## src/sv/bwc_pkg.sv

```systemverilog
// Shared types and constants for the barcode whitelist corrector.
// No dependencies; the RTL files refer to it by scoped names, the testbench imports it.
package bwc_pkg;

  // Fixed port widths
  localparam int BARCODE_W = 48;
  localparam int BASE_W    = 3;
  localparam int LEN_W     = 5;
  localparam int STATUS_W  = 3;

  // Default sizes handed to the top level
  localparam int DEF_TABLE_DEPTH = 1024;
  localparam int DEF_MAX_BASES   = 16;

  // Length register value after reset
  localparam logic [LEN_W-1:0] LEN_RESET = 5'd16;

  // Base codes: A=0 G=1 C=2 T=3, N=4, 5..7 odd bases
  localparam logic [BASE_W-1:0] BASE_N = 3'd4;

  // Mismatch counter codes carried along the cell row
  localparam logic [1:0] MISS_NONE = 2'd0;
  localparam logic [1:0] MISS_ONE  = 2'd1;
  localparam logic [1:0] MISS_MANY = 2'd2;

  typedef enum logic [STATUS_W-1:0] {
    ST_EXACT     = 3'd0,
    ST_CORRECTED = 3'd1,
    ST_NOMATCH   = 3'd2,
    ST_AMBIGUOUS = 3'd3,
    ST_STORED    = 3'd4,
    ST_DUPLICATE = 3'd5,
    ST_IGNORED   = 3'd6
  } status_t;

  // Compare token passed from cell to cell with one table entry
  typedef struct packed {
    logic                 valid;
    logic [1:0]           miss;  // mismatches so far, saturating at MISS_MANY
    logic [LEN_W-1:0]     pos;   // position of the first mismatch
    logic [BASE_W-1:0]    base;  // entry base at that position
  } tok_t;

endpackage

```

## src/sv/bwc_cell.sv

```systemverilog
// One base-position cell of the compare row: holds one query base and
// updates the mismatch token of the entry passing through. Uses bwc_pkg.
module bwc_cell #(
  parameter int MAX_BASES = 16,
  parameter int IDX       = 0
) (
  input  logic                              clk,
  input  logic                              rst_n,
  input  logic                              load,
  input  logic [bwc_pkg::BASE_W-1:0]        load_base,
  input  logic                              load_en,
  input  bwc_pkg::tok_t                     tok_in,
  input  logic [bwc_pkg::BASE_W*MAX_BASES-1:0] ent_in,
  output bwc_pkg::tok_t                     tok_out,
  output logic [bwc_pkg::BASE_W*MAX_BASES-1:0] ent_out
);

  logic [bwc_pkg::BASE_W-1:0]            q_base_r;
  logic                                  en_r;
  logic                                  tok_valid_r;
  logic [1:0]                            miss_r;
  logic [bwc_pkg::LEN_W-1:0]             pos_r;
  logic [bwc_pkg::BASE_W-1:0]            base_r;
  logic [bwc_pkg::BASE_W*MAX_BASES-1:0]  ent_r;

  logic [bwc_pkg::BASE_W-1:0]            e_base;
  logic                                  diff;
  logic [1:0]                            miss_nxt;
  logic [bwc_pkg::LEN_W-1:0]             pos_nxt;
  logic [bwc_pkg::BASE_W-1:0]            base_nxt;

  assign e_base = ent_in[IDX*bwc_pkg::BASE_W +: bwc_pkg::BASE_W];
  assign diff   = en_r && (e_base != q_base_r);

  // Mismatch count update; first mismatch records where and what
  always_comb begin
    miss_nxt = tok_in.miss;
    pos_nxt  = tok_in.pos;
    base_nxt = tok_in.base;
    if (diff) begin
      if (tok_in.miss == bwc_pkg::MISS_NONE) begin
        miss_nxt = bwc_pkg::MISS_ONE;
        pos_nxt  = bwc_pkg::LEN_W'(IDX);
        base_nxt = e_base;
      end else begin
        miss_nxt = bwc_pkg::MISS_MANY;
      end
    end
  end

  // Query base load and token stage
  always_ff @(posedge clk) begin
    if (!rst_n) begin
      tok_valid_r <= 1'b0;
    end else begin
      tok_valid_r <= tok_in.valid;
    end
    if (load) begin
      q_base_r <= load_base;
      en_r     <= load_en;
    end
    miss_r <= miss_nxt;
    pos_r  <= pos_nxt;
    base_r <= base_nxt;
    ent_r  <= ent_in;
  end

  assign tok_out = '{valid: tok_valid_r, miss: miss_r, pos: pos_r, base: base_r};
  assign ent_out = ent_r;

endmodule

```

## config.mk

```make
export PLATFORM = sky130hd
export DESIGN_NAME = bwc_cell
export DESIGN_NICKNAME = d
export VERILOG_FILES = /design/src/sv/bwc_pkg.sv /design/src/sv/bwc_cell.sv
export SDC_FILE = /design/constraint.sdc
export NUM_CORES = 1
export LEC_CHECK = 0
export ABC_AREA = 1
export BUFFER_PORTS_ARGS = -buffer_cell sky130_fd_sc_hd__buf_4
export CORE_UTILIZATION = 41
export DETAILED_ROUTE_END_ITERATION = 6
export PLACE_DENSITY = 0.95
export SLEW_MARGIN = 0
export SYNTH_ARGS = -nofsm -noshare
export SYNTH_HDL_FRONTEND = slang
export SYNTH_SLANG_ARGS = --single-unit
export TNS_END_PERCENT = 30
```

## constraint.sdc

```tcl
create_clock -name clk -period 2.15 [get_ports clk]
set_input_delay 0.3225 -clock clk [delete_from_list [all_inputs] [get_ports clk]]
set_output_delay 0.3225 -clock clk [all_outputs]
set_load 0.02 [all_outputs]
```

==> out/metrics.yaml <==
setup_path:
  worst_path_most_repeated_cell: "nand2_1"
  crit_arrival_ps: 1510
  setup.worst_path.start_class: "register"
  critPathMaxFanout: 11
  rr_worst_depth: 5
  timing.critical_path.depth: 5
  timing.reg2reg.setup_slack_ps: 910
  r2r_end: "miss_r[0]"
  worst-endpoint-required_ps: 2420
  setup.worst_path.class: "reg2reg"
  critical_r2r_launch: "q_base_r[2]"
  cp.buffers_inverters: 0
  timing.critical_path.slowest_cell_delay_ps: 370
  worst_path_max_delay_cell: "edfxtp_1"
  crit_end_element: "register"
  timing.critical_path.cells: "xnor2_1 > nand3_2 > nand2_2 > nand2_1 > nand2_1"
  cpLargestDelayFamily: "simple AND/OR/NAND/NOR gates"
clock_tree:
  holdBufCountCts: 0
  ctsRootBufferMaster: "clkbuf_8"
  worst_setup_hold_path_clk_slew_ps: 60
  clk-insertion-delay-late_ps: 320
  ctsLongestPathBuffers: 2
  cts_buffers: 9
  ctsResizeCount: 0
  cts.sinks: 63
  clock_tree.htree_level_count: 3
  cts_tree: "done"
  cts_setup_buffers: 0
synth:
  synth_seq_cells: 63
  synth_cell_types: 16
  ys_seq_area_frac: 0.807
  synth_cells: 130
  netlist.area_leader.share: 0.733
  synth_area_per_cell_um2: 12.4
  synthesis.nets: 196
  synth_top_area_cell: "dfxtp_1"
  synth_area_um2: 1610
  yosysWarnings: 0
  yosys-top-cells-area: "dfxtp_1, edfxtp_1, nand2_1"
timing:
  minimum_period_implied_by_the_final_worst_setup_slack_ps: 1240
  final.setup_skew_ps: 3.79
  report.final.setup_viol: 0
  highest_achievable_clock_rate_ghz: 0.805
  worstMarginPinSlew_ps: 350
  final_worst_path_cycle_share: 0.578
  setup_tns_ps: 0
  slew_margin_rel: 0.767
  finalMaxSlewViolations: 0
  grt_setup_unrepaired: "false"
  hold_viol: 0
detailed_routing:
  route.detailed.vias_per_inst: 4.26
  residual_antenna_violating_net_count_after_detailed_routing: 0
  drtIter0Drc: 76
  routed-via-count: 1337
  post_drt_wl_per_cell_um: 12.3
  routed_wl_um: 3850
  drcViolationCount: 0
  drt_first_pass_iters: 5
finish:
  post_route_cells_drive_above_1_share: 0.549
  multiInputGateArea_um2: 243
  layout.cell_area.non_filler_um2: 2760
  design.final.nets: 328
  layout.area.seq_um2: 1300
  num-fill-cells: 276
  num_antenna_cells: 0
  area_delta_synth_final_pct: 71.4
placement:
  dp_hpwl_um: 3040
  place.port_buffers: 124
  gpl.final_weighted_congestion: 0.740
  detailed_place.area_um2: 2580
hold_path:
  hold_crit_path_type: "in2reg"
  hold_depth: 1
  worst_hold_path.endpoint: "ent_out[39]"
  hold_start: "ent_in[39]"
flow_run:
  max_cap_violations: 0
floorplan:
  floorplan.initialDensity: 0.434
  floorplan.die_area_um2: 4190
  rows: 22
  die_w_um: 64.7
  fp.dieH_um: 64.7
  ioPinCount: 125
  fp.coreArea_um2: 3720
grt:
  globalRouteOverflowTotal: 0
  grt_first_pass_wirelength_um: 5560
  grtUsageTotal: 0.193
  largest_net_degree_at_the_start_of_global_routing: 12
  vias_in_the_first_global_route: 1307
  grt_antenna_before_repair: 0
power:
  cellLeakagePower_nw: 1.43
  power.switching_fraction: 0.237
  combPwrFrac: 0.140
  cell_internal_pwr_mw: 1.94
  power.total_mw: 2.55
  psw_uw: 604
  clockPowerShare: 0.354
  ir_drop_uv: 622
  pwr-share-seq: 0.505
  power_density_nw_per_um2: 922
status:
  status: "finished, final reports clean"
## worst max path at each step
stage                start         to  slack [ps]
2_1_floorplan  q_base_r[2]  base_r[0]        1160
3_3_place_gp     ent_in[1]   pos_r[4]         940
3_5_place_dp     ent_in[2]  miss_r[0]         870
4_1_cts        q_base_r[2]  miss_r[0]         910
5_1_grt        q_base_r[2]   pos_r[2]         780
6_report       q_base_r[2]  miss_r[0]         910
## layout make-up
cell class / count / area share
Clock inverter: 3 / 0.00634
Multi-Input combinational cell: 53 / 0.0879
Clock buffer: 12 / 0.0598
Sequential cell: 63 / 0.471
Tap cell: 48 / 0.0217
Timing Repair Buffer: 124 / 0.337
Inverter: 11 / 0.0159
## kinds of logic (layout without fill, tap and decap cells)
| logic type | Yosys count | after routing | synth area share |
|---|---|---|---|
| DFF | 63 | 63 | 0.807 |
| and+or+nand+nor | 50 | 50 | 0.134 |
| buffers and inverters | 14 | 150 | 0.0419 |
| AOI/OAI and AO/OA | 2 | 2 | 0.0109 |
| xor gates and xnor gates | 1 | 1 | 0.00544 |
## routing by layer
layer	GRT usage	share of wire	routed length (µm)
met1	0.165	0.32	1240
met3	0.113	0.095	366
met4	0.0833	0.0091	35
met2	0.357	0.57	2200
met5	0	0	0
## flip-flops by register name, summed over array words and instances, names as in the netlist
name,flops
miss_r,2
pos_r,5
tok_valid_r,1
en_r,1
base_r,3
q_base_r,3
ent_out,48
## Yosys cell counts, drive strengths merged
| library cell | instances |
|---|---|
| buf | 3 |
| dfxtp | 59 |
| edfxtp | 4 |
| inv | 11 |
| nand2 | 33 |
| nand3 | 11 |
| nor2 | 6 |
| o21ai | 2 |
| xnor2 | 1 |
## worst register-to-register path, cell delays in order, from the launching register on
cell and delay [ps]:
edfxtp_1 370, xnor2_1 200, nand3_2 230, nand2_2 240, nand2_1 80, nand2_1 60
## cells in the final DEF, fill, tap and decap left out
cell and instances:
nand2_2 1, inv_2 1, nor2_4 1, nand3_1 10
o21ai_2 2, clkinv_2 2, dfxtp_1 59, nand2_1 32
clkbuf_8 12, clkinvlp_4 1, inv_1 9, nor2_1 5
edfxtp_1 4, nand3_2 1, inv_4 1, xnor2_1 1
buf_4 124
## through the flow
step                 util  setup WS [ps]  std cells  hold WS [ps]
finish              0.743            907        314          92.5
floorplan               -           1160        130           350
detailed placement  0.694            866        299           428
global route        0.743            780        314          66.2
global placement    0.694            936        299           427
CTS                 0.743            912        314          76.6
## power groups by stage
stage | Sequential (mW) | Clock [mW] | Combinational, mW
after floorplan | 1.40 | 0 | 0.0600
after global placement | 1.31 | 0 | 0.351
after detailed placement | 1.31 | 0 | 0.360
after CTS | 1.29 | 0.929 | 0.361
after global routing | 1.29 | 0.977 | 0.380
final | 1.29 | 0.903 | 0.358
(Power assumes the default switching activity.)
